--- config.mk ---
export PLATFORM = sky130hd
export DESIGN_NAME = clock_page_replacement
export DESIGN_NICKNAME = d
export VERILOG_FILES = /design/src/rtl/core/cpr_pkg.sv /design/src/rtl/core/cpr_page_table.sv /design/src/rtl/core/cpr_frame_table.sv /design/src/rtl/core/cpr_ctrl.sv /design/src/rtl/core/clock_page_replacement.sv
export SDC_FILE = /design/constraint.sdc
export NUM_CORES = 2
export LEC_CHECK = 0
export BUFFER_PORTS_ARGS = -buffer_cell sky130_fd_sc_hd__buf_2
export CAP_MARGIN = 20
export CORE_MARGIN = 10
export CORE_UTILIZATION = 50
export DETAILED_ROUTE_END_ITERATION = 10
export PLACE_DENSITY = 0.65
export REMOVE_ABC_BUFFERS = 1
export SYNTH_ARGS = -nofsm -noshare
export SYNTH_HDL_FRONTEND = slang
export SYNTH_SLANG_ARGS = --single-unit
--- constraint.sdc ---
create_clock -name aclk -period 24 [get_ports aclk]
set_clock_uncertainty 0.1 [all_clocks]
set_input_delay 4.8 -clock aclk [delete_from_list [all_inputs] [get_ports aclk]]
set_output_delay 4.8 -clock aclk [all_outputs]
set_load 0.02 [all_outputs]
--- src/rtl/core/cpr_pkg.sv ---
// Shared constants and result type for the clock page replacement block.
`default_nettype none

package cpr_pkg;

    localparam int PAGE_COUNT_DEF  = 128;
    localparam int FRAME_COUNT_DEF = 64;

    localparam int PAGE_IN_W     = 7;
    localparam int PAGE_IN_DEPTH = 2 ** PAGE_IN_W;
    localparam int FRAME_OUT_W   = 6;
    localparam int EV_PAGE_W     = 7;
    localparam int HIT_W         = 20;
    localparam int CFG_W         = 7;

    localparam logic [CFG_W-1:0] CFG_RESET = 7'd64;
    localparam logic [HIT_W-1:0] HIT_MAX   = {HIT_W{1'b1}};

    localparam int S_DATA_W = 8;
    localparam int RES_W    = 1 + FRAME_OUT_W + 1 + EV_PAGE_W + HIT_W;
    localparam int M_DATA_W = ((RES_W + 7) / 8) * 8;

    typedef struct packed {
        logic [HIT_W-1:0]       hit_count;
        logic [EV_PAGE_W-1:0]   evicted_page;
        logic                   evicted_valid;
        logic [FRAME_OUT_W-1:0] frame;
        logic                   hit;
    } cpr_result_t;

endpackage

`default_nettype wire

--- src/rtl/core/cpr_page_table.sv ---
// Page table memory: present bit and frame number per page, registered read.
`default_nettype none

module cpr_page_table #(
    parameter int DEPTH = 128,
    parameter int AW    = 7,
    parameter int DW    = 7
) (
    input  wire logic          aclk,
    input  wire logic          we,
    input  wire logic [AW-1:0] waddr,
    input  wire logic [DW-1:0] wdata,
    input  wire logic [AW-1:0] raddr,
    output logic      [DW-1:0] rdata
);

    logic [DW-1:0] mem [DEPTH];

    always_ff @(posedge aclk) begin
        if (we) begin
            mem[waddr] <= wdata;
        end
        rdata <= mem[raddr];
    end

endmodule

`default_nettype wire

--- src/rtl/core/cpr_frame_table.sv ---
// Frame table memory: referenced bit and resident page per frame, separate lane writes.
`default_nettype none

module cpr_frame_table #(
    parameter int DEPTH = 64,
    parameter int AW    = 6,
    parameter int PW    = 7
) (
    input  wire logic          aclk,
    input  wire logic          ref_we,
    input  wire logic          page_we,
    input  wire logic [AW-1:0] waddr,
    input  wire logic          wref,
    input  wire logic [PW-1:0] wpage,
    input  wire logic [AW-1:0] raddr,
    output logic               rref,
    output logic      [PW-1:0] rpage
);

    logic          ref_mem  [DEPTH];
    logic [PW-1:0] page_mem [DEPTH];

    always_ff @(posedge aclk) begin
        if (ref_we) begin
            ref_mem[waddr] <= wref;
        end
        if (page_we) begin
            page_mem[waddr] <= wpage;
        end
        rref  <= ref_mem[raddr];
        rpage <= page_mem[raddr];
    end

endmodule

`default_nettype wire

--- src/rtl/core/cpr_ctrl.sv ---
// Sequencer: reset clear, lookup, free-frame fill, clock scan, eviction and hit counting.
`default_nettype none

module cpr_ctrl #(
    parameter int PAGE_COUNT  = 128,
    parameter int FRAME_COUNT = 64,
    parameter int PAGE_W      = 7,
    parameter int FRAME_W     = 6
) (
    input  wire logic                         aclk,
    input  wire logic                         aresetn,
    input  wire logic                         cfg_we,
    input  wire logic [cpr_pkg::CFG_W-1:0]    cfg_data,
    input  wire logic                         in_valid,
    output logic                              in_ready,
    input  wire logic [cpr_pkg::PAGE_IN_W-1:0] in_page,
    output logic                              res_valid,
    input  wire logic                         res_ready,
    output cpr_pkg::cpr_result_t              res,
    output logic                              pt_we,
    output logic      [PAGE_W-1:0]            pt_waddr,
    output logic      [FRAME_W:0]             pt_wdata,
    output logic      [PAGE_W-1:0]            pt_raddr,
    input  wire logic [FRAME_W:0]             pt_rdata,
    output logic                              ft_ref_we,
    output logic                              ft_page_we,
    output logic      [FRAME_W-1:0]           ft_waddr,
    output logic                              ft_wref,
    output logic      [PAGE_W-1:0]            ft_wpage,
    output logic      [FRAME_W-1:0]           ft_raddr,
    input  wire logic                         ft_rref,
    input  wire logic [PAGE_W-1:0]            ft_rpage
);

    import cpr_pkg::*;

    localparam int NW = FRAME_W + 1;
    localparam int LW = (NW > CFG_W) ? NW : CFG_W;
    localparam logic [PAGE_W-1:0] CLR_LAST = PAGE_W'(PAGE_COUNT - 1);

    localparam logic [2:0] ST_CLEAR = 3'd0;
    localparam logic [2:0] ST_IDLE  = 3'd1;
    localparam logic [2:0] ST_LOOK  = 3'd2;
    localparam logic [2:0] ST_SCAN  = 3'd3;
    localparam logic [2:0] ST_EVICT = 3'd4;
    localparam logic [2:0] ST_DONE  = 3'd5;

    logic [2:0]         state_reg, state_next;
    logic [PAGE_W-1:0]  clr_addr_reg, clr_addr_next;
    logic [PAGE_W-1:0]  pg_reg, pg_next;
    logic [FRAME_W-1:0] h_reg, h_next;
    logic [NW-1:0]      steps_reg, steps_next;
    logic [FRAME_W-1:0] hand_reg, hand_next;
    logic [NW-1:0]      filled_reg, filled_next;
    logic [HIT_W-1:0]   hit_total_reg, hit_total_next;
    logic [CFG_W-1:0]   cfg_reg, cfg_next;
    logic               res_hit_reg, res_hit_next;
    logic [FRAME_W-1:0] res_frame_reg, res_frame_next;
    logic               res_ev_reg, res_ev_next;
    logic [PAGE_W-1:0]  res_evpage_reg, res_evpage_next;

    logic [PAGE_W-1:0]  mod_tab [PAGE_IN_DEPTH];
    logic [PAGE_W-1:0]  pg_in;
    logic [LW-1:0]      limit;
    logic [NW-1:0]      h_inc;
    logic [FRAME_W-1:0] h_wrap;
    logic [FRAME_W-1:0] h_start;

    // constant reduction of the input page number
    for (genvar i = 0; i < PAGE_IN_DEPTH; i++) begin : g_mod
        assign mod_tab[i] = PAGE_W'(i % PAGE_COUNT);
    end

    assign pg_in = mod_tab[in_page];

    always_comb begin
        if (cfg_reg == '0) begin
            limit = LW'(1);
        end else if (LW'(cfg_reg) > LW'(FRAME_COUNT)) begin
            limit = LW'(FRAME_COUNT);
        end else begin
            limit = LW'(cfg_reg);
        end
    end

    assign h_inc   = {1'b0, h_reg} + NW'(1);
    assign h_wrap  = (h_inc < filled_reg) ? h_inc[FRAME_W-1:0] : '0;
    assign h_start = ({1'b0, hand_reg} >= filled_reg) ? '0 : hand_reg;

    always_comb begin
        state_next      = state_reg;
        clr_addr_next   = clr_addr_reg;
        pg_next         = pg_reg;
        h_next          = h_reg;
        steps_next      = steps_reg;
        hand_next       = hand_reg;
        filled_next     = filled_reg;
        hit_total_next  = hit_total_reg;
        cfg_next        = cfg_reg;
        res_hit_next    = res_hit_reg;
        res_frame_next  = res_frame_reg;
        res_ev_next     = res_ev_reg;
        res_evpage_next = res_evpage_reg;
        pt_we           = 1'b0;
        pt_waddr        = pg_reg;
        pt_wdata        = '0;
        pt_raddr        = pg_in;
        ft_ref_we       = 1'b0;
        ft_page_we      = 1'b0;
        ft_waddr        = h_reg;
        ft_wref         = 1'b0;
        ft_wpage        = pg_reg;
        ft_raddr        = h_wrap;
        res_valid       = 1'b0;

        case (state_reg)
            ST_CLEAR: begin
                pt_we         = 1'b1;
                pt_waddr      = clr_addr_reg;
                clr_addr_next = clr_addr_reg + PAGE_W'(1);
                if (clr_addr_reg == CLR_LAST) begin
                    state_next = ST_IDLE;
                end
            end
            ST_IDLE: begin
                if (in_valid) begin
                    pg_next    = pg_in;
                    state_next = ST_LOOK;
                end
            end
            ST_LOOK: begin
                res_ev_next     = 1'b0;
                res_evpage_next = '0;
                if (pt_rdata[FRAME_W]) begin
                    // hit: mark the frame referenced
                    ft_ref_we      = 1'b1;
                    ft_waddr       = pt_rdata[FRAME_W-1:0];
                    ft_wref        = 1'b1;
                    res_hit_next   = 1'b1;
                    res_frame_next = pt_rdata[FRAME_W-1:0];
                    if (hit_total_reg != HIT_MAX) begin
                        hit_total_next = hit_total_reg + HIT_W'(1);
                    end
                    state_next = ST_DONE;
                end else if (LW'(filled_reg) < limit) begin
                    // fill the next free frame
                    ft_ref_we      = 1'b1;
                    ft_page_we     = 1'b1;
                    ft_waddr       = filled_reg[FRAME_W-1:0];
                    pt_we          = 1'b1;
                    pt_wdata       = {1'b1, filled_reg[FRAME_W-1:0]};
                    filled_next    = filled_reg + NW'(1);
                    res_hit_next   = 1'b0;
                    res_frame_next = filled_reg[FRAME_W-1:0];
                    state_next     = ST_DONE;
                end else begin
                    h_next     = h_start;
                    steps_next = '0;
                    ft_raddr   = h_start;
                    state_next = ST_SCAN;
                end
            end
            ST_SCAN: begin
                if (ft_rref && (steps_reg < filled_reg)) begin
                    // second chance: clear and advance
                    ft_ref_we  = 1'b1;
                    h_next     = h_wrap;
                    steps_next = steps_reg + NW'(1);
                end else begin
                    ft_ref_we       = 1'b1;
                    ft_page_we      = 1'b1;
                    pt_we           = 1'b1;
                    pt_waddr        = ft_rpage;
                    hand_next       = h_wrap;
                    res_hit_next    = 1'b0;
                    res_frame_next  = h_reg;
                    res_ev_next     = 1'b1;
                    res_evpage_next = ft_rpage;
                    state_next      = ST_EVICT;
                end
            end
            ST_EVICT: begin
                pt_we      = 1'b1;
                pt_wdata   = {1'b1, h_reg};
                state_next = ST_DONE;
            end
            ST_DONE: begin
                res_valid = 1'b1;
                if (res_ready) begin
                    state_next = ST_IDLE;
                end
            end
            default: begin
                state_next = ST_IDLE;
            end
        endcase

        if (cfg_we) begin
            cfg_next = cfg_data;
        end
    end

    assign in_ready = (state_reg == ST_IDLE);

    assign res.hit           = res_hit_reg;
    assign res.frame         = FRAME_OUT_W'(res_frame_reg);
    assign res.evicted_valid = res_ev_reg;
    assign res.evicted_page  = EV_PAGE_W'(res_evpage_reg);
    assign res.hit_count     = hit_total_reg;

    always_ff @(posedge aclk) begin
        if (!aresetn) begin
            state_reg     <= ST_CLEAR;
            clr_addr_reg  <= '0;
            hand_reg      <= '0;
            filled_reg    <= '0;
            hit_total_reg <= '0;
            cfg_reg       <= CFG_RESET;
        end else begin
            state_reg     <= state_next;
            clr_addr_reg  <= clr_addr_next;
            hand_reg      <= hand_next;
            filled_reg    <= filled_next;
            hit_total_reg <= hit_total_next;
            cfg_reg       <= cfg_next;
        end
    end

    always_ff @(posedge aclk) begin
        pg_reg         <= pg_next;
        h_reg          <= h_next;
        steps_reg      <= steps_next;
        res_hit_reg    <= res_hit_next;
        res_frame_reg  <= res_frame_next;
        res_ev_reg     <= res_ev_next;
        res_evpage_reg <= res_evpage_next;
    end

endmodule

`default_nettype wire

--- src/rtl/core/clock_page_replacement.sv ---
// Clock (second chance) page replacement: top level with output register.
// A hit or a free-frame fill goes from the lookup state straight to the done state;
// an eviction first runs the clock scan, which passes the k referenced frames (0..filled),
// and then the evict state. A new page is taken only once the last result has gone to the
// output register; the clock scan reads one frame table entry per cycle.
// Reset: a clearing pass writes the page table, one entry a cycle over all PAGE_COUNT entries
// (128 by default) with s_tready low; configuration writes are taken meanwhile.
`default_nettype none

module clock_page_replacement #(
    parameter int PAGE_COUNT  = cpr_pkg::PAGE_COUNT_DEF,
    parameter int FRAME_COUNT = cpr_pkg::FRAME_COUNT_DEF
) (
    input  wire logic                          aclk,
    input  wire logic                          aresetn,
    input  wire logic                          cfg_wr_en,
    input  wire logic [cpr_pkg::CFG_W-1:0]     cfg_wr_data,
    input  wire logic                          s_tvalid,
    output logic                               s_tready,
    // [6:0] page, [7] zero
    input  wire logic [cpr_pkg::S_DATA_W-1:0]  s_tdata,
    output logic                               m_tvalid,
    input  wire logic                          m_tready,
    // [0] hit, [6:1] frame, [7] evicted_valid, [14:8] evicted_page,
    // [34:15] hit_count, [39:35] zero
    output logic      [cpr_pkg::M_DATA_W-1:0]  m_tdata
);

    import cpr_pkg::*;

    localparam int PAGE_W  = (PAGE_COUNT > 1) ? $clog2(PAGE_COUNT) : 1;
    localparam int FRAME_W = (FRAME_COUNT > 1) ? $clog2(FRAME_COUNT) : 1;

    logic               res_valid;
    logic               res_ready;
    cpr_result_t        res;
    cpr_result_t        out_reg;
    logic               out_valid_reg;

    logic               pt_we;
    logic [PAGE_W-1:0]  pt_waddr;
    logic [FRAME_W:0]   pt_wdata;
    logic [PAGE_W-1:0]  pt_raddr;
    logic [FRAME_W:0]   pt_rdata;
    logic               ft_ref_we;
    logic               ft_page_we;
    logic [FRAME_W-1:0] ft_waddr;
    logic               ft_wref;
    logic [PAGE_W-1:0]  ft_wpage;
    logic [FRAME_W-1:0] ft_raddr;
    logic               ft_rref;
    logic [PAGE_W-1:0]  ft_rpage;

    cpr_ctrl #(
        .PAGE_COUNT (PAGE_COUNT),
        .FRAME_COUNT(FRAME_COUNT),
        .PAGE_W     (PAGE_W),
        .FRAME_W    (FRAME_W)
    ) u_ctrl (
        .aclk      (aclk),
        .aresetn   (aresetn),
        .cfg_we    (cfg_wr_en),
        .cfg_data  (cfg_wr_data),
        .in_valid  (s_tvalid),
        .in_ready  (s_tready),
        .in_page   (s_tdata[PAGE_IN_W-1:0]),
        .res_valid (res_valid),
        .res_ready (res_ready),
        .res       (res),
        .pt_we     (pt_we),
        .pt_waddr  (pt_waddr),
        .pt_wdata  (pt_wdata),
        .pt_raddr  (pt_raddr),
        .pt_rdata  (pt_rdata),
        .ft_ref_we (ft_ref_we),
        .ft_page_we(ft_page_we),
        .ft_waddr  (ft_waddr),
        .ft_wref   (ft_wref),
        .ft_wpage  (ft_wpage),
        .ft_raddr  (ft_raddr),
        .ft_rref   (ft_rref),
        .ft_rpage  (ft_rpage)
    );

    cpr_page_table #(
        .DEPTH(PAGE_COUNT),
        .AW   (PAGE_W),
        .DW   (FRAME_W + 1)
    ) u_page_table (
        .aclk (aclk),
        .we   (pt_we),
        .waddr(pt_waddr),
        .wdata(pt_wdata),
        .raddr(pt_raddr),
        .rdata(pt_rdata)
    );

    cpr_frame_table #(
        .DEPTH(FRAME_COUNT),
        .AW   (FRAME_W),
        .PW   (PAGE_W)
    ) u_frame_table (
        .aclk   (aclk),
        .ref_we (ft_ref_we),
        .page_we(ft_page_we),
        .waddr  (ft_waddr),
        .wref   (ft_wref),
        .wpage  (ft_wpage),
        .raddr  (ft_raddr),
        .rref   (ft_rref),
        .rpage  (ft_rpage)
    );

    // output register decouples the result from the next lookup
    assign res_ready = !out_valid_reg || m_tready;

    always_ff @(posedge aclk) begin
        if (!aresetn) begin
            out_valid_reg <= 1'b0;
        end else if (res_valid && res_ready) begin
            out_valid_reg <= 1'b1;
        end else if (m_tready) begin
            out_valid_reg <= 1'b0;
        end
    end

    always_ff @(posedge aclk) begin
        if (res_valid && res_ready) begin
            out_reg <= res;
        end
    end

    assign m_tvalid = out_valid_reg;
    assign m_tdata  = {{(M_DATA_W - RES_W){1'b0}}, out_reg};

endmodule

`default_nettype wire
==> out/qor.csv <==
metric,value,unit
outcome,finished clean,
min_period,10230,ps
ys_ff_latch,1544,
postCtsResizedCells,0,
hold_path_class,reg -> reg,
max_freq,97.8,MHz
grt-ovfl-total,0,
rsz0062_at_grt,no,
final_max_slew_viol_count,0,
tightest_slew,1320,ps
place_congestion,0.857,
syn2layout_area_growth,11.4,%
drt_iter0_drc,3393,
dp_hpwl,85500,um
grt_pass1_vias,32400,
seq_area_frac_synth,0.740,
cp-end-kind,flop,
final_nets,3504,
htreeDepth,4,
grt_start_max_net_pins,141,
cellPowerDensity,78.5,mW/mm^2
dieWidth,371,um
synth_edf_count,1478,
cap_violations,0,
clk_pin_slew,70,ps
rows,128,
max-slew-margin-rel,0.113,
cts_buffers,156,
diodes,0,
hold_start,u_ctrl.res_frame_reg[4],
io_buffer_count,55,
crit_arrival,10800,ps
postSynthAreaPerCell,18.4,um^2
cts_num_sinks,1544,
initial_core_util,0.505,
path_class,in -> reg,
cts_root_buf,clkbuf_16,
pin_count,62,
async_flop_share,0,
die_y,371,um
grt_pass1_wl,209000,um
path_common_cell,buf_4,
setup_viol,0,
clock_path_buffers,3,
dieArea,0.138,mm^2
syn-cell-area,0.0618,mm^2
irDropWorstVdd,0.0000808,V
r2r_start,u_ctrl.h_reg[0],
core_area,0.122,mm^2
largest_reg_flops,896,
cp_data_required_time,24570,ps
top_register,u_page_table.mem,
ff2ff_setup_slack,17280,ps
crit_chain,"buf_8, buf_4, buf_4, buf_4, buf_4, mux4_2, mux4_2, mux4_2, mux2_2",
slowest_delay,890,ps
cts_tree,done,
grt_usage,0.201,
yosys.cell_types.count,70,
clk-insertion-delay-late,780,ps
drive_gt1_frac,0.193,
yosys_warnings,0,
slowest_stage,buf_4,
ant_nets,0,
drc,0,
synth_ff_type,edfxtp_1,
finalHoldViolations,0,
final_util,0.563,
drt-pass1-iter-count,5,
antenna_found_initial,7,
routed_wl,139000,um
critPathMaxFanout,49,
fin_crit_sh,0.426,
startpoint_type,input port,
fin_tns_setup,0,ps
vias,31800,
routed_via_density,6.12,
cts_setup_buffers,0,
reg.largest.list,"u_page_table.mem (896), u_frame_table.page_mem (448), u_frame_table.ref_mem (64)",
hold_buffers,0,
wire_per_inst,26.7,um
leakage,0.0204,uW
synthCells,3358,
crit_start,s_tdata[0],
-- path summary, 6_finish.rpt --
| path | end | depth (start not counted) |
|---|---|---|
| worst max-delay path | u_page_table.rdata[5] | 9 |
| worst min register to register | m_tdata[5] | 0 |
| worst max register to register | u_frame_table.rpage[6] | 16 |
| worst min-delay path | m_tdata[5] | 0 |
-- cells by family (layout without fill, tap and decap cells) --
group	after synthesis	count (layout)	synth area share
AOI/OAI and AO/OA	261	261	0.0313
xor gates and xnor gates	34	34	0.00482
adders and majority gates	29	29	0.00588
buffers and inverters	188	404	0.0155
DFF	1544	1544	0.740
muxes	490	490	0.142
other	1	5	0.0000607
and+or+nand+nor	811	811	0.0599
-- critical path: cells and delay by family --
family	cells	cell delay, ps
buf+inv	5	3730
mux	4	2010
-- where the power goes --
part           total [uW]  switching, uW  internal [uW]
sequential           2920           4.15           2910
clock                2370            998           1370
combinational         113           64.8           48.0
-- metrics by stage --
| step | cell area [um^2] | total power (uW) | setup WS, ps | hold WS, ps | std cells |
|---|---|---|---|---|---|
| final | 68800 | 5400 | 13770 | 321 | 5203 |
| after global routing | 68800 | 5560 | 13130 | 328 | 5203 |
| after CTS | 68700 | 5440 | 13550 | 322 | 5197 |
| after detailed placement | 63700 | 3090 | 12700 | 308 | 4916 |
| after global placement | 63700 | 3090 | 12780 | 305 | 4916 |
| after floorplan | 60900 | 3030 | 15810 | 300 | 3193 |
-- metal layers --
layer	global-route usage	part of all wire
met5	0	0
met4	0.0575	0.025
met3	0.0419	0.079
met2	0.324	0.49
met1	0.277	0.41
-- synthesized netlist by cell type, types with 6 or more instances --
cell       count  area [um^2]
a221oi_1      14          123
nand2_1      242          908
o2111ai_1      6         52.6
nand2b_1       6         37.5
buf_2         20          100
buf_4         23          173
buf_1         16         60.1
a21boi_0      15          113
nand3_1       73          365
a22oi_1       19          143
nor3_1        18         90.1
xnor2_1       23          201
a21o_1         9         67.6
a31oi_1       20          125
buf_6         19          214
nor2_1       301         1130
nand4_1       37          231
mux4_2       309         6960
inv_1         19         71.3
ha_1          29          363
dfxtp_1       66         1320
a221oi_4       7          184
nor2b_1       16          100
a21oi_1       17         85.1
o21ai_0       39          195
and3_1        25          156
clkbuf_1      91          342
o22ai_1       57          357
and2_1        38          238
xor2_1        11         96.3
o21ai_1       15         75.1
nand4_2       13          163
mux2i_1      170         1700
mux2_2         9          101
edfxtp_1    1478        44400
or3_1         10         62.6
nor4_1        19          119
-- layout by cell type (no fill, tap or decap), types with 9 or more instances in the layout --
| cell type | Yosys | layout |
|---|---|---|
| clkbuf_16 | 0 | 158 |
| bufinv_16 | 0 | 14 |
| o21ai_0 | 39 | 32 |
| or3_1 | 10 | 10 |
| nand3_1 | 73 | 73 |
| clkinv_1 | 0 | 30 |
| nand4_1 | 37 | 37 |
| mux2i_1 | 170 | 168 |
| nor4_1 | 19 | 19 |
| ha_1 | 29 | 29 |
| a21o_1 | 9 | 9 |
| mux2_2 | 9 | 9 |
| a22oi_1 | 19 | 19 |
| nand4_2 | 13 | 13 |
| a21boi_0 | 15 | 15 |
| nor3_1 | 18 | 18 |
| xor2_1 | 11 | 11 |
| a21oi_1 | 17 | 16 |
| buf_2 | 20 | 53 |
| o22ai_1 | 57 | 57 |
| nor2_1 | 301 | 300 |
| edfxtp_1 | 1478 | 1478 |
| a221oi_1 | 14 | 14 |
| a31oi_1 | 20 | 20 |
| xnor2_1 | 23 | 23 |
| buf_4 | 23 | 43 |
| clkbuf_1 | 91 | 36 |
| and3_1 | 25 | 25 |
| nand2_1 | 242 | 242 |
| and2_1 | 38 | 38 |
| dfxtp_1 | 66 | 66 |
| o21ai_1 | 15 | 16 |
| clkinv_2 | 0 | 19 |
| inv_1 | 19 | 19 |
| nor2b_1 | 16 | 16 |
| mux4_2 | 309 | 309 |
-- layout make-up --
class / instances / area [um^2]
clock buffer: 195 / 4100
clock inverter: 86 / 886
fill: 9079 / 53400
inverter: 19 / 71.3
multi-input combinational: 1630 / 15200
sequential: 1544 / 45700
tap: 1625 / 2030
timing repair buffer: 104 / 747
Note: power is estimated with default switching activity, not from simulation.
